===== src/sv/tmps_pkg.sv =====
// Shared types, constants and pattern tables for the motion pattern sequencer.
package tmps_pkg;

	localparam int CFG_W = 31;

	localparam logic [1:0] REG_PATTERN = 2'd0;
	localparam logic [1:0] REG_MOVE    = 2'd1;
	localparam logic [1:0] REG_PAUSE   = 2'd2;
	localparam logic [1:0] REG_SETTLE  = 2'd3;

	localparam logic OP_ADVANCE = 1'b0;
	localparam logic OP_RESTART = 1'b1;

	localparam logic PAT_SQUARE  = 1'b0;
	localparam logic PAT_HEXAGON = 1'b1;

	localparam logic [3:0] SQUARE_STEPS = 4'd8;
	localparam logic [3:0] HEX_STEPS    = 4'd14;

	localparam logic [7:0] MV_OFF   = 8'h00;
	localparam logic [7:0] MV_FWD   = 8'h55;
	localparam logic [7:0] MV_BACK  = 8'hAA;
	localparam logic [7:0] MV_RIGHT = 8'h96;
	localparam logic [7:0] MV_LEFT  = 8'h69;
	localparam logic [7:0] MV_NE    = 8'h14;
	localparam logic [7:0] MV_SE    = 8'h82;
	localparam logic [7:0] MV_SW    = 8'h28;
	localparam logic [7:0] MV_NW    = 8'h41;
	localparam logic [7:0] MV_ROT   = 8'h99;

	typedef enum logic [4:0] {
		PH_LATCH  = 5'b00001,
		PH_MOVE   = 5'b00010,
		PH_PAUSE  = 5'b00100,
		PH_SETTLE = 5'b01000,
		PH_FINISH = 5'b10000
	} phase_t;

	typedef struct packed {
		logic             pattern_select;
		logic [CFG_W-1:0] move_time;
		logic [CFG_W-1:0] pause_time;
		logic [CFG_W-1:0] settle_time;
	} cfg_t;

	typedef struct packed {
		logic [7:0] drive;
		logic       drive_written;
		logic       step_done;
		logic [3:0] step_number;
		logic [2:0] phase_number;
	} result_t;

	function automatic logic [2:0] phase_code(input phase_t ph);
		logic [2:0] code;
		case (ph)
			PH_LATCH:  code = 3'd0;
			PH_MOVE:   code = 3'd1;
			PH_PAUSE:  code = 3'd2;
			PH_SETTLE: code = 3'd3;
			PH_FINISH: code = 3'd4;
			default:   code = 3'd0;
		endcase
		return code;
	endfunction

	function automatic logic [7:0] square_drive(input logic [2:0] idx);
		logic [7:0] d;
		case (idx)
			3'd0:    d = MV_FWD;
			3'd2:    d = MV_RIGHT;
			3'd4:    d = MV_BACK;
			3'd6:    d = MV_LEFT;
			default: d = MV_ROT;
		endcase
		return d;
	endfunction

	function automatic logic [7:0] hex_drive(input logic [3:0] idx);
		logic [7:0] d;
		case (idx)
			4'd0:    d = MV_NW;
			4'd2:    d = MV_FWD;
			4'd4:    d = MV_NE;
			4'd6:    d = MV_RIGHT;
			4'd8:    d = MV_SE;
			4'd10:   d = MV_BACK;
			4'd12:   d = MV_SW;
			default: d = MV_ROT;
		endcase
		return d;
	endfunction

endpackage


===== src/sv/tmps_core.sv =====
// Step and phase state with the per-word next-state and result logic.
module tmps_core #(
	parameter int TIME_BITS = 32
) (
	input  logic                   clk,
	input  logic                   arst_n,
	input  logic                   fire,
	input  logic                   op,
	input  logic [TIME_BITS-1:0]   now,
	input  tmps_pkg::cfg_t         cfg,
	output tmps_pkg::result_t      res
);

	localparam int CMP_W = (TIME_BITS > tmps_pkg::CFG_W) ? TIME_BITS : tmps_pkg::CFG_W;

	logic [3:0]           step_q;
	tmps_pkg::phase_t     phase_q;
	logic [TIME_BITS-1:0] start_q;
	logic [7:0]           drive_q;

	logic [3:0]           step_d;
	tmps_pkg::phase_t     phase_d;
	logic [TIME_BITS-1:0] start_d;
	logic [7:0]           drive_d;
	logic                 written;
	logic                 done;
	logic [3:0]           count;
	logic [3:0]           step_inc;
	logic [TIME_BITS-1:0] delta;
	logic [CMP_W-1:0]     elapsed;
	logic [7:0]           table_drive;

	assign count    = (cfg.pattern_select == tmps_pkg::PAT_HEXAGON) ?
		tmps_pkg::HEX_STEPS : tmps_pkg::SQUARE_STEPS;
	assign step_inc = step_q + 4'd1;
	assign delta    = now - start_q;
	assign elapsed  = CMP_W'(delta);
	assign table_drive = (cfg.pattern_select == tmps_pkg::PAT_HEXAGON) ?
		tmps_pkg::hex_drive(step_q) : tmps_pkg::square_drive(step_q[2:0]);

	always_comb begin
		step_d  = step_q;
		phase_d = phase_q;
		start_d = start_q;
		drive_d = drive_q;
		written = 1'b0;
		done    = 1'b0;
		if (op == tmps_pkg::OP_RESTART) begin
			step_d  = 4'd0;
			phase_d = tmps_pkg::PH_LATCH;
			start_d = '0;
		end else if (step_q < count) begin
			case (phase_q)
				tmps_pkg::PH_LATCH: begin
					drive_d = table_drive;
					start_d = now;
					phase_d = tmps_pkg::PH_MOVE;
					written = 1'b1;
				end
				tmps_pkg::PH_MOVE: begin
					if (elapsed >= CMP_W'(cfg.move_time)) begin
						drive_d = tmps_pkg::MV_OFF;
						start_d = now;
						phase_d = tmps_pkg::PH_PAUSE;
						written = 1'b1;
					end
				end
				tmps_pkg::PH_PAUSE: begin
					if (elapsed >= CMP_W'(cfg.pause_time)) begin
						start_d = now;
						phase_d = tmps_pkg::PH_SETTLE;
					end
				end
				tmps_pkg::PH_SETTLE: begin
					if (elapsed >= CMP_W'(cfg.settle_time)) begin
						phase_d = tmps_pkg::PH_FINISH;
					end
				end
				tmps_pkg::PH_FINISH: begin
					phase_d = tmps_pkg::PH_LATCH;
					done    = 1'b1;
					step_d  = (step_inc >= count) ? 4'd0 : step_inc;
				end
				default: begin
				end
			endcase
		end
	end

	always_ff @(posedge clk or negedge arst_n) begin
		if (!arst_n) begin
			step_q  <= 4'd0;
			phase_q <= tmps_pkg::PH_LATCH;
			start_q <= '0;
			drive_q <= tmps_pkg::MV_OFF;
		end else if (fire) begin
			step_q  <= step_d;
			phase_q <= phase_d;
			start_q <= start_d;
			drive_q <= drive_d;
		end
	end

	assign res.drive         = drive_d;
	assign res.drive_written = written;
	assign res.step_done     = done;
	assign res.step_number   = step_d;
	assign res.phase_number  = tmps_pkg::phase_code(phase_d);

endmodule


===== src/sv/timed_motion_pattern_sequencer.sv =====
// Top level: input register, configuration registers, core and result register.
//
//   channel | signals                                   | role
//   in      | in_valid in_ready op now_ms               | restart or time sample word
//   out     | out_valid out_ready wheel1..4_dir,         | drive and progress word
//           | drive_written step_done step_number       |
//           | phase_number                              |
//   cfg     | cfg_we cfg_index cfg_data                 | register write, no wait
//
// One word per cycle while the result is not stalled; an accepted word passes through the
// input register, then the state update into the result register.
// arst_n clears step, phase, start time, drive, the configuration and both valid flags.
// A stalled result holds the input register; a new word is still taken
// while the input register empties into the result register.
module timed_motion_pattern_sequencer #(
	parameter int TIME_BITS = 32
) (
	input  logic                        clk,
	input  logic                        arst_n,
	input  logic                        in_valid,
	output logic                        in_ready,
	input  logic                        op,
	input  logic [31:0]                 now_ms,
	output logic                        out_valid,
	input  logic                        out_ready,
	output logic [1:0]                  wheel1_dir,
	output logic [1:0]                  wheel2_dir,
	output logic [1:0]                  wheel3_dir,
	output logic [1:0]                  wheel4_dir,
	output logic                        drive_written,
	output logic                        step_done,
	output logic [3:0]                  step_number,
	output logic [2:0]                  phase_number,
	input  logic                        cfg_we,
	input  logic [1:0]                  cfg_index,
	input  logic [tmps_pkg::CFG_W-1:0]  cfg_data
);

	tmps_pkg::cfg_t       cfg_q;
	logic                 valid_s1;
	logic                 op_s1;
	logic [TIME_BITS-1:0] now_s1;
	logic                 out_valid_q;
	tmps_pkg::result_t    res_q;
	tmps_pkg::result_t    res_d;
	logic                 advance;
	logic                 fire;

	assign advance  = !out_valid_q || out_ready;
	assign in_ready = !valid_s1 || advance;
	assign fire     = valid_s1 && advance;

	always_ff @(posedge clk or negedge arst_n) begin
		if (!arst_n) begin
			cfg_q <= '0;
		end else if (cfg_we) begin
			case (cfg_index)
				tmps_pkg::REG_PATTERN: cfg_q.pattern_select <= cfg_data[0];
				tmps_pkg::REG_MOVE:    cfg_q.move_time      <= cfg_data;
				tmps_pkg::REG_PAUSE:   cfg_q.pause_time     <= cfg_data;
				tmps_pkg::REG_SETTLE:  cfg_q.settle_time    <= cfg_data;
				default: begin
				end
			endcase
		end
	end

	always_ff @(posedge clk or negedge arst_n) begin
		if (!arst_n) begin
			valid_s1 <= 1'b0;
		end else if (in_ready) begin
			valid_s1 <= in_valid;
		end
	end

	always_ff @(posedge clk) begin
		if (in_valid && in_ready) begin
			op_s1  <= op;
			now_s1 <= TIME_BITS'(now_ms);
		end
	end

	tmps_core #(
		.TIME_BITS(TIME_BITS)
	) u_core (
		.clk    (clk),
		.arst_n (arst_n),
		.fire   (fire),
		.op     (op_s1),
		.now    (now_s1),
		.cfg    (cfg_q),
		.res    (res_d)
	);

	always_ff @(posedge clk or negedge arst_n) begin
		if (!arst_n) begin
			out_valid_q <= 1'b0;
		end else if (advance) begin
			out_valid_q <= valid_s1;
		end
	end

	always_ff @(posedge clk) begin
		if (fire) begin
			res_q <= res_d;
		end
	end

	assign out_valid     = out_valid_q;
	assign wheel1_dir    = res_q.drive[1:0];
	assign wheel2_dir    = res_q.drive[3:2];
	assign wheel3_dir    = res_q.drive[5:4];
	assign wheel4_dir    = res_q.drive[7:6];
	assign drive_written = res_q.drive_written;
	assign step_done     = res_q.step_done;
	assign step_number   = res_q.step_number;
	assign phase_number  = res_q.phase_number;

	a_restart_clears: assert property (@(posedge clk) disable iff (!arst_n)
		(fire && op_s1 == tmps_pkg::OP_RESTART) |=>
		(out_valid && step_number == 4'd0 && phase_number == 3'd0
		&& !drive_written && !step_done))
		else $error("restart did not clear step and phase");

	a_stop_wheels: assert property (@(posedge clk) disable iff (!arst_n)
		(out_valid && drive_written && phase_number == 3'd2) |->
		(wheel1_dir == 2'd0 && wheel2_dir == 2'd0 && wheel3_dir == 2'd0
		&& wheel4_dir == 2'd0))
		else $error("wheels still driven after move phase");

	a_done_phase: assert property (@(posedge clk) disable iff (!arst_n)
		(out_valid && step_done) |-> (phase_number == 3'd0 && !drive_written))
		else $error("step completion without return to first phase");

	a_step_range: assert property (@(posedge clk) disable iff (!arst_n)
		out_valid |-> (step_number < tmps_pkg::HEX_STEPS && phase_number <= 3'd4))
		else $error("step or phase out of range");

endmodule


===== config.mk =====
export PLATFORM = sky130hd
export DESIGN_NAME = timed_motion_pattern_sequencer
export DESIGN_NICKNAME = d
export VERILOG_FILES = /design/src/sv/tmps_pkg.sv /design/src/sv/tmps_core.sv /design/src/sv/timed_motion_pattern_sequencer.sv
export SDC_FILE = /design/constraint.sdc
export NUM_CORES = 1
export LEC_CHECK = 0
export BUFFER_PORTS_ARGS = -buffer_cell sky130_fd_sc_hd__buf_2
export CAP_MARGIN = 20
export CORE_AREA = 2 2 170 172
export CTS_CLUSTER_DIAMETER = 60
export DETAILED_ROUTE_END_ITERATION = 10
export DIE_AREA = 0 0 172 174
export GPL_TIMING_DRIVEN = 0
export MAX_ROUTING_LAYER = met4
export SKIP_LAST_GASP = 1
export SLEW_MARGIN = 5
export SYNTH_ARGS = -nofsm -noshare
export SYNTH_HDL_FRONTEND = slang
export SYNTH_HIERARCHICAL = 1
export SYNTH_SLANG_ARGS = --single-unit

===== constraint.sdc =====
create_clock -name clk -period 9 [get_ports clk]
set_clock_uncertainty 0.1 [all_clocks]
set_input_delay 0.45 -clock clk [delete_from_list [all_inputs] [get_ports clk]]
set_output_delay 0.45 -clock clk [all_outputs]
set_load 0.01 [all_outputs]

==> impl_results.md <==
* Hold_buf cts at 1
* Crit path setup slack, layout at 2.76 ns
* Tightest slew margin relative to the limit at a little over a third
* Primary FF master, synth: sky130_fd_sc_hd__dfrtp_1
* Startpoint of the worst hold path: now_ms[15]
* Number of antenna violations at the first check in global routing at 0
* Ports placed on the boundary at 90
* # DRC at 0
* Number of fillers in the final layout at about 2700
* Final non-filler cell total at 1586
* Worst r2r dst: u_core/start_q[25]$_DFFE_PN0P_
* All-Layer GR Usage at a little under a fifth
* Endpoint type of the worst setup path: flop
* Count of different cell masters after synthesis at 70
* Share of the core filled with cells at 46.6%
* # resized after CTS at 0
* Std cell rows at 62
* Worst slack at placement at ~2.8 ns
* Arrival time reported for the critical path endpoint at 6.51 ns
* Final total power at between 4000 and 5000 uW
* Largest fanout on the critical path at 10
* Mapped Area at 11600 sq um
* Number of pins with negative max-slew slack in the final report at 0
* Synth async-reset ratio at 74.4%
* Type of the setup path with the least slack: reg2reg
* Vias per cell at 5.13
* Number of levels in the clock H-tree at 4
* Req. time, crit path at between 9 and 10 ns
* Final total negative setup slack at 0 ns
* Most frequent standard cell in the layout excluding fill and tap cells: sky130_fd_sc_hd__dfrtp_1
* Cell leakage power at 0.00622 uW
* Via count of the first global-routing pass at 8091
* Buffer cell driving the clock tree root: sky130_fd_sc_hd__clkbuf_16
* Post-route minimum period at 6.24 ns
* Total area of multi-input combinational cells at around 5800 sq um
* Avg Inst Size Synth at 10.8 sq um
* Overall die area at 29900 sq um
* Area of all sequential standard cells at 5130 sq um
* Setup slack on the worst flop-to-flop path at 2.76 ns
* Antenna Nets Post-Route at 0
* Post-synthesis sequential element count at a little under 200
* Startpoint of the most critical register-to-register path: now_s1[0]$_DFFE_PP_
* Worst slew pin tran at 0.974 ns
* Count of cells along the worst hold path at 1
* Buffer depth of the longest clock path at 2
* Antenna diode count at 0
* Final routed wirelength across all metal layers at 25300 microns
* Number of cells after detailed placement at 1553
* Clock-pin slew reported for the worst setup and hold paths after clock tree synthesis at 0.08 ns
* Width of the die at 172 microns
* Via Count at about 8000
* Largest vdd supply drop at 132 uV
* Max Fclk at 160 MHz
* RSZ-0062 raised after global routing: no
* Largest net degree at the start of global routing at roughly 110
* Yosys warnings at 6
* Kind of start point of the critical path: flop
* Count of TritonRoute iterations in the first routing pass at 5
* Routability cong. at around 0.87
* Detailed placement HPWL at 19200 microns
* Clock network latency to the later pin of the worst-skew pair at 0.44 ns
* Port Buffer Count at between 80 and 90
* Effective utilization at floorplan at 41.1%
* Post-Synthesis Cells at between 1000 and 1500
* Number of maximum-capacitance constraint violations at 0
* Inserted Clock Buffers at 17
* Number of nets in the layout at 1391
* Final hold violation count at 0
* Global-route wire length before repair at 41600 microns
* Total power density per cell area at 316 nW/um^2
* Share of the clock period used by the worst path after layout at 69.4%
* Core Region at around 28000 sq um
* Layout overhead on the synthesized area at 13.4%
* Number of clock sinks at 195
* Path class of the lowest-slack min-delay path: in2reg
* Setup fix buffers added after clock tree synthesis at 0
* Leading cell types in the layout, fill and taps excluded: sky130_fd_sc_hd__dfrtp_1, sky130_fd_sc_hd__inv_1, sky130_fd_sc_hd__ha_1, sky130_fd_sc_hd__mux2_2, sky130_fd_sc_hd__buf_2
* Number of synthesized flops with an enable pin at 50
* DRT iter0 DRCs at 384
* Sink of the worst hold path: now_s1[15]$_DFFE_PP_
* Vertical die dimension at 174 microns
* R2r worst-path depth at 23
* Fraction of the yosys area taken by sequential cells at 44.2%
* Status: complete, no violations
* Layout cell share with drive strength beyond 1 at 20.8%
* Wirelength per Cell at ~16 microns
* Number of nets produced by synthesis at 1281
* Total setup violations reported at the end of the flow at 0
* TritonCTS clock tree: yes
* Total overflow reported by the global router at 0
[sequential cells by signal, summed over array words and instances, names as in the netlist, 3 cells and up]
signal,flops
cfg_q,94
now_s1,32
u_core/start_q,32
u_core/drive_q,8
u_core/phase_q,5
step_number,4
u_core/step_q,4
phase_number,3
[worst max-delay path: stages, from the launching register on]
cell                       delay [ns]
sky130_fd_sc_hd__edfxtp_1        0.41
sky130_fd_sc_hd__inv_1           0.08
sky130_fd_sc_hd__ha_1            0.16
sky130_fd_sc_hd__inv_1           0.05
sky130_fd_sc_hd__fa_1            0.39
sky130_fd_sc_hd__a21o_1          0.17
sky130_fd_sc_hd__a21oi_1         0.24
sky130_fd_sc_hd__o211a_1         0.23
sky130_fd_sc_hd__nor3b_1         0.11
sky130_fd_sc_hd__a311oi_1        0.31
sky130_fd_sc_hd__o21ai_0         0.24
sky130_fd_sc_hd__a311oi_1        0.57
sky130_fd_sc_hd__a21oi_1         0.21
sky130_fd_sc_hd__a21oi_1         0.15
sky130_fd_sc_hd__o21ai_0         0.23
sky130_fd_sc_hd__ha_1            0.36
sky130_fd_sc_hd__nand3_1         0.09
sky130_fd_sc_hd__or2_2           0.31
sky130_fd_sc_hd__o31ai_1         0.43
sky130_fd_sc_hd__nor3_1          0.19
sky130_fd_sc_hd__or3_4           0.44
sky130_fd_sc_hd__nor2_2          0.17
sky130_fd_sc_hd__buf_2           0.31
sky130_fd_sc_hd__a22o_1          0.19
[power by group]
part	switching (uW)	total [uW]	internal [uW]	leakage (uW)
logic	1230	2190	959	0.00367
registers	103	1210	1100	0.00227
clock network	356	757	401	0.000283
[per-layer routing]
metal  part of all wire, %  vias to the layer above  global-route usage (%)  wire [microns]
met2                    47                      122                    28.7           11800
met5                     0                        -                       -               0
met3                   2.7                       25                    2.41             691
met4                   1.5                        0                    4.73             382
met1                    49                     3915                    24.7           12400
li1                      -                     4076                       -               -
[cell families (layout without fill, tap and decap cells)]
| kind of cell | count (synthesis) | in the layout | share of synthesized area [%] |
|---|---|---|---|
| compound gates | 256 | 256 | 15.3 |
| flops | 195 | 195 | 44.2 |
| simple gates | 195 | 195 | 8.51 |
| buf+inv | 174 | 297 | 6.15 |
| fa+ha+maj | 131 | 131 | 14.2 |
| mux | 97 | 97 | 9.39 |
| xor+xnor | 31 | 31 | 2.34 |
[Yosys cell counts, types with 3 or more instances]
library cell | count | area [sq um]
sky130_fd_sc_hd__nand4_1 | 14 | 87.6
sky130_fd_sc_hd__a221oi_1 | 3 | 26.3
sky130_fd_sc_hd__clkbuf_1 | 15 | 56.3
sky130_fd_sc_hd__xor2_1 | 11 | 96.3
sky130_fd_sc_hd__a31oi_1 | 3 | 18.8
sky130_fd_sc_hd__a21oi_1 | 66 | 330
sky130_fd_sc_hd__nor2_1 | 53 | 199
sky130_fd_sc_hd__buf_6 | 3 | 33.8
sky130_fd_sc_hd__o21ai_0 | 36 | 180
sky130_fd_sc_hd__buf_2 | 7 | 35.0
sky130_fd_sc_hd__inv_1 | 140 | 526
sky130_fd_sc_hd__and3_1 | 3 | 18.8
sky130_fd_sc_hd__a21o_1 | 39 | 293
sky130_fd_sc_hd__a211oi_1 | 8 | 60.1
sky130_fd_sc_hd__or2_2 | 5 | 31.3
sky130_fd_sc_hd__nand3_1 | 15 | 75.1
sky130_fd_sc_hd__o211a_1 | 3 | 30.0
sky130_fd_sc_hd__dfrtp_1 | 144 | 3600
sky130_fd_sc_hd__buf_4 | 8 | 60.1
sky130_fd_sc_hd__nand2b_1 | 11 | 68.8
sky130_fd_sc_hd__ha_1 | 130 | 1630
sky130_fd_sc_hd__mux2_2 | 96 | 1080
sky130_fd_sc_hd__nand2_1 | 47 | 176
sky130_fd_sc_hd__or3_1 | 5 | 31.3
sky130_fd_sc_hd__o21bai_1 | 5 | 37.5
sky130_fd_sc_hd__nor3b_1 | 6 | 45.0
sky130_fd_sc_hd__o211ai_1 | 7 | 52.6
sky130_fd_sc_hd__nor2b_1 | 6 | 37.5
sky130_fd_sc_hd__o31ai_1 | 5 | 37.5
sky130_fd_sc_hd__nand3b_1 | 8 | 60.1
sky130_fd_sc_hd__o2bb2ai_1 | 3 | 26.3
sky130_fd_sc_hd__edfxtp_1 | 50 | 1500
sky130_fd_sc_hd__a22oi_1 | 4 | 30.0
sky130_fd_sc_hd__nor3_1 | 10 | 50.1
sky130_fd_sc_hd__o21a_1 | 6 | 45.0
sky130_fd_sc_hd__a22o_1 | 40 | 350
sky130_fd_sc_hd__xnor2_1 | 20 | 175
[area by class of cell]
class                      instances  share of cell area (%)
multi-input combinational        710                    43.8
timing repair buffer              91                    3.74
clock buffer                      22                    3.76
tap                              384                    3.65
sequential                       195                    39.0
clock inverter                    10                   0.637
inverter                         140                    3.99
buffer                            34                    1.43
[worst max-delay path by stage]
stage,from,end,slack (ns),cells after the start
after floorplan,now_s1[0]$_DFFE_PP_,u_core/start_q[10]$_DFFE_PN0P_,3.81,24
after global placement,now_s1[0]$_DFFE_PP_,u_core/start_q[23]$_DFFE_PN0P_,2.80,23
after detailed placement,now_s1[0]$_DFFE_PP_,u_core/start_q[23]$_DFFE_PN0P_,2.80,23
after CTS,now_s1[0]$_DFFE_PP_,u_core/start_q[27]$_DFFE_PN0P_,2.77,23
after global routing,now_s1[2]$_DFFE_PP_,u_core/start_q[25]$_DFFE_PN0P_,2.39,21
final,now_s1[0]$_DFFE_PP_,u_core/start_q[25]$_DFFE_PN0P_,2.76,23
[per-stage QoR]
stage / area (sq um) / hold WS (ns)
floorplan: 11600 / 0.0544
global placement: 12500 / 0.355
detailed placement: 12600 / 0.250
CTS: 13200 / 0.0639
global route: 13200 / 0.0686
finish: 13200 / 0.0818
Power figures use the tool's default switching activity.
